==> src/rtl/bsa_pkg.sv <==
package bsa_pkg;

    // Input request fields
    typedef struct packed {
        logic [2:0]  operation;
        logic [3:0]  process_id;
        logic [2:0]  resource_index;
        logic [15:0] amount;
        logic        last_element;
    } t_req;

    // Result fields
    typedef struct packed {
        logic [1:0] status;
        logic [3:0] sequence_process;
        logic       last_result;
    } t_rsp;

    // Operation codes
    localparam logic [2:0] OP_LOAD_AVAIL = 3'd0;
    localparam logic [2:0] OP_LOAD_ALLOC = 3'd1;
    localparam logic [2:0] OP_LOAD_NEED  = 3'd2;
    localparam logic [2:0] OP_REQUEST    = 3'd3;
    localparam logic [2:0] OP_CHECK      = 3'd4;

    // Status codes
    localparam logic [1:0] ST_OK         = 2'd0;
    localparam logic [1:0] ST_OVER_NEED  = 2'd1;
    localparam logic [1:0] ST_OVER_AVAIL = 2'd2;
    localparam logic [1:0] ST_UNSAFE     = 2'd3;

    // Configuration register indexes
    localparam logic CFG_PROC_COUNT = 1'b0;
    localparam logic CFG_RES_COUNT  = 1'b1;
    localparam int   CFG_DATA_W     = 5;

endpackage

==> src/rtl/bsa_tables.sv <==
// Allocation and need tables: one write port and one registered read port each.
module bsa_tables import bsa_pkg::*; #(
    parameter int ADDR_W = 7,
    parameter int DATA_W = 16
) (
    input  logic              i_clk,
    input  logic [ADDR_W-1:0] i_rd_addr,
    input  logic [ADDR_W-1:0] i_wr_addr,
    input  logic              i_alloc_we,
    input  logic [DATA_W-1:0] i_alloc_wdata,
    input  logic              i_need_we,
    input  logic [DATA_W-1:0] i_need_wdata,
    output logic [DATA_W-1:0] o_alloc_q,
    output logic [DATA_W-1:0] o_need_q
);

    localparam int DEPTH = 1 << ADDR_W;

    logic [DATA_W-1:0] r_alloc_mem [DEPTH];
    logic [DATA_W-1:0] r_need_mem  [DEPTH];

    // Allocation table
    always_ff @(posedge i_clk) begin
        if (i_alloc_we) begin
            r_alloc_mem[i_wr_addr] <= i_alloc_wdata;
        end
        o_alloc_q <= r_alloc_mem[i_rd_addr];
    end

    // Need table
    always_ff @(posedge i_clk) begin
        if (i_need_we) begin
            r_need_mem[i_wr_addr] <= i_need_wdata;
        end
        o_need_q <= r_need_mem[i_rd_addr];
    end

endmodule

==> config.mk <==
export PLATFORM = sky130hd
export DESIGN_NAME = bsa_tables
export DESIGN_NICKNAME = d
export VERILOG_FILES = /design/src/rtl/bsa_pkg.sv /design/src/rtl/bsa_tables.sv
export SDC_FILE = /design/constraint.sdc
export NUM_CORES = 2
export LEC_CHECK = 0
export ABC_AREA = 1
export BUFFER_PORTS_ARGS = -buffer_cell sky130_fd_sc_hd__buf_2
export CORE_ASPECT_RATIO = 0.5
export CORE_UTILIZATION = 28
export CTS_CLUSTER_SIZE = 25
export DETAILED_ROUTE_END_ITERATION = 16
export GPL_TIMING_DRIVEN = 0
export PLACE_DENSITY = 0.39
export SETUP_SLACK_MARGIN = 0.15
export SLEW_MARGIN = 20
export SYNTH_ARGS = -nofsm -noshare
export SYNTH_HDL_FRONTEND = slang
export SYNTH_SLANG_ARGS = --single-unit
==> constraint.sdc <==
create_clock -name i_clk -period 2.3 [get_ports i_clk]
set_input_delay 0.115 -clock i_clk [delete_from_list [all_inputs] [get_ports i_clk]]
set_output_delay 0.115 -clock i_clk [all_outputs]
set_load 0.01 [all_outputs]
### After elaboration in Yosys (flattened, before gate mapping)

Memories as Yosys holds them, arrays and structs flattened. A register that Yosys moved wholly into a read port is not among the register bits.
Index checks and enable logic that the tools add are counted.

| storage, ports and cells | value |
|---|---|
| flip-flop bits (word level) | 0 |
| bits in latches | 0 |
| bits in writable memories | 4096 |
| bits in read-only memories | 0 |
| word-level logic and storage cells | 6 |
| memories kept | 2 |

Memory list:

| memory | depth | width | rd ports | clocked after Yosys merged registers in | wr ports | RTL line | source |
|---|---|---|---|---|---|---|---|
| r_alloc_mem | 128 | 16 | 1 | 1 | 1 | bsa_tables.sv:19 | `logic [DATA_W-1:0] r_alloc_mem [DEPTH];` |
| r_need_mem | 128 | 16 | 1 | 1 | 1 | bsa_tables.sv:20 | `logic [DATA_W-1:0] r_need_mem [DEPTH];` |

| operators by class | value |
|---|---|
| $add $sub $neg | 0 |
| multiply operators | 0 |
| div/mod/pow operators | 0 |
| $lt $le $gt $ge | 0 |
| eq/ne operators | 0 |
| shifts and indexed selects | 0 |
| multiplexer cells | 4 |
| bitwise logic cells | 0 |
| reductions and logical operators | 0 |

Operators with widths:

| cell | count |
|---|---|
| two-way mux 1 bit | 4 |

### Logic depth before layout (Yosys ltp)

| depth | value |
|---|---|
| depth in word-level cells | 2 |
| gate-level depth with buffers | 13 |
| depth with buffers taken out | 9 |

### Worst setup path before layout

Ideal clock, no wire load.

| timing path | value |
|---|---|
| path type | input to register |
| start | input port i_wr_addr[0] |
| end | memory r_alloc_mem[103][0] (enable) |
| arrival | 2.077 ns |
| path slack | -0.186 ns |
| stages on the path | 5 |
| path buffers | 1 |
| path through | inv_1 > nor3_2 > inv_1 > buf_2 > nor3_1 |

RTL lines:

| element | RTL line | source |
|---|---|---|
| start: declaration | bsa_tables.sv:8 | `input logic [ADDR_W-1:0] i_wr_addr,` |
| end: declaration | bsa_tables.sv:19 |  |

No word-level cell before the write port.

==> impl_results.md <==
* Status: finished, violations left
* Failing checks: setup timing
* # nets final at 14742
* Syn Area/Cell at 12.2 um^2
* Number of distinct library cells after synthesis at 16
* Mapped Area at 0.166 mm^2
* Port Buffers at 75
* Worst vdd ir at 0.570 mV
* Hold slack at 14.6 ps
* Initial antenna violation count at 130
* P&R area growth vs syn at 21.9%
* Standard-cell rows at 199
* R2R Path Start: r_alloc_mem[127][11]
* Worst-Skew Late Latency at 1070 ps
* Compound-Gate Fraction of Synth Area at 0%
* Final hold vios at 0
* Worst Path Class, Setup: in2reg
* Post-Synth XOR/XNOR Area at 0%
* Leak at 70.3 nW
* Reg-to-reg critical path endpoint: o_alloc_q[11]
* Place WS at -2670 ps
* MaxCap Viol Count at 0
* WL final at 898000 um
* Min-delay worst type: in2reg
* Placed Cells at 22024
* Synth top area share at 74.1%
* # setup viols final at 31
* Vias at 124774
* First DRT Iteration DRCs at 21323
* Hold Path Depth at 5
* PwrDens at 835 mW/mm^2
* Syn. warnings at 0
* Critical path launch point type: primary input
* Mux cell area share after synthesis at 0%
* Placer Congestion at 1.04
* Vias/cell at 5.43
* Starting Density at 28.2%
* Synth top area cells: edfxtp_1 74%, nand3_1 12%, nand2_1 9.5%, buf_2 1.4%, buf_4 0.66%
* Skew final at 55.7 ps
* Top Ports at 81
* CP most frequent cell: nand3_1
* Avg WL per Cell at 39.1 um
* RSZ-0062 raised after global routing: true
* Global-route met3 utilization at 10.7%
* Crit Path Max Fanout at 10
* Sequential area share after synthesis at 74.4%
* CP cell instances: buf_6 -> inv_4 -> clkbuf_2 -> buf_12 -> buf_2 -> nand3_1 -> nand3_1 -> nand3_1 -> nand3_1 -> nand3_2 -> nand3_1 -> nand2_1
* Bufs and invs on worst path at 5
* R2R depth at 8
* Critical path's largest stage delay at 490 ps
* Clk buf depth at 4
* Final std cells w/o fill at 22977
* First-pass GRT wire length at 1140000 um
* Met1 Use GR at 41.4%
* Largest net degree at the start of global routing at 81
* All-Layer GR Usage at 29.0%
* H-tree depth at 5
* DIE AREA at 0.596 mm^2
* Final Cycle Share at 107%
* Worst-margin pin slew at 1320 ps
* PnR worst setup slack at -172 ps
* Total CTS buffers at 415
* Final HPWL DP at 673000 um
* Largest family of logic cells by synthesized area: simple AND/OR/NAND/NOR gates
* DRC viols at 0
* Vias in the first global route at 110845
* Crit. End Element: flop
* Simple-gate portion of the synthesized area at 22.4%
* Mapped Nets at 13682
* WP data arrival at 3370 ps
* Synth Instances at 13633
* Global route overflow at 0
* Clock sinks at 4128
* Total power at 169 mW
* Hold Path Sink: r_alloc_mem[120][10]
* Max-slew violations at 0
* DIE WIDTH at 1090 um
* Commonest non-fill, non-tap cell in the layout: nand2_1
* Minimum clock period after layout at 2470 ps
* CTS tree: built
* CP top delay family: simple AND/OR/NAND/NOR gates
* Most frequent cells in the layout: 4209 x nand2_1, 4096 x edfxtp_1, 3896 x nand3_1, 450 x buf_2, 424 x clkbuf_16
* Hold Startpoint: i_wr_addr[6]
* Slowest-stage cell, CP: buf_2
* Max Fclk at 404 MHz
* Relative max-transition margin at 11.9%
* Drt first pass iters at 7
* FF+latch count, synth at 4128
* Fillcell total at 58226
* Core Region at 0.589 mm^2
* Area share of fa/ha/maj cells after synthesis at 0%
* Synth area leader: edfxtp_1
* Grt met2 use at 40.4%
* R2R Setup Slk at 0 ps
* ANT nets after route at 0
* Layer with the highest usage: met1
* WP data required at 3200 ps
* Share of layout cells above drive strength 1 at 15.8%
* Root Driver: clkbuf_16
* Clock transition at path regs at 70 ps
* Die Span Y at 547 um
## sequential cells by signal, indices dropped and copies added (netlist names)
signal and count:
o_alloc_q 16, o_need_q 16, r_alloc_mem 2048, r_need_mem 2048
## per-stage QoR
step / instance area [um^2] / TNS [ps] / util (%)
finish: 202000 / -1430 / 34.4
global route: 202000 / -108 / 34.3
CTS: 202000 / 0 / 34.2
detailed placement: 186000 / -1752420 / 31.6
global placement: 176000 / - / 29.9
floorplan: 166000 / -96530 / -
## routing by layer
layer  vias up  wire length [um]
met3      1127            116000
met5         -               506
li1      51186                 -
met2      7739            361000
met1     64700            386000
met4        22             34700
## logic make-up after synthesis
| logic type | after synthesis |
|---|---|
| buffers and inverters | 969 |
| AND/OR/NAND/NOR | 8536 |
| flip-flops | 4128 |
## worst max path at each step
stage                       start             endpoint  slack, ps  cells past startpoint
2_1_floorplan        i_wr_addr[0]  r_alloc_mem[103][0]       -190                      5
3_5_place_dp         i_rd_addr[1]          o_need_q[9]      -2670                     11
3_3_place_gp         i_wr_addr[2]   r_need_mem[70][13]      -6060                      6
6_report             i_rd_addr[1]        o_alloc_q[11]       -170                     12
4_1_cts        r_alloc_mem[97][4]         o_alloc_q[4]         70                      8
5_1_grt              i_wr_addr[4]     r_need_mem[3][5]        -30                      8
## worst min-delay path, delay by kind of cell
family / cells / cell delay [ps]
AND/OR/NAND/NOR: 4 / 600
buffers and inverters: 1 / 170
## what timing repair did
item / CTS / global route
pin swaps: 2 / 7
setup buffers: 2 / 4
setup endpoints to repair: 106 / 250
hold buffers: 84 / 1
hold endpoints to repair: 4334 / 18
gates resized for setup: 310 / 133
## synthesized netlist by cell type
| cell | count |
|---|---|
| nor3_2 | 4 |
| edfxtp_1 | 4096 |
| clkbuf_1 | 165 |
| inv_2 | 2 |
| nor3_1 | 84 |
| nand3_1 | 4034 |
| inv_1 | 26 |
| nand2_1 | 4221 |
| nor2_1 | 193 |
| buf_8 | 1 |
| buf_4 | 147 |
| buf_2 | 481 |
| inv_4 | 2 |
| dfxtp_1 | 32 |
| buf_6 | 56 |
| buf_1 | 89 |
## power breakdown
part	internal, mW	total [mW]	switching, mW	leakage [nW]
clock	38.4	70.4	32.0	6.55
combinational	3.04	15.5	12.4	26.6
sequential	83.0	83.1	0.0868	37.1
total	125	169	44.5	70.3
## final cells by class
cell class,count,area [um^2],share of cell area [%]
timing repair buffer,643,9340,4.61
sequential,4128,124000,61.1
clock inverter,255,2460,1.22
inverter,30,128,0.0630
antenna,101,253,0.125
multi-input combinational,8536,40100,19.8
clock buffer,506,11000,5.41
tap,7839,9810,4.84
buffer,939,5770,2.85
Note: power is estimated with default switching activity, not from simulation.
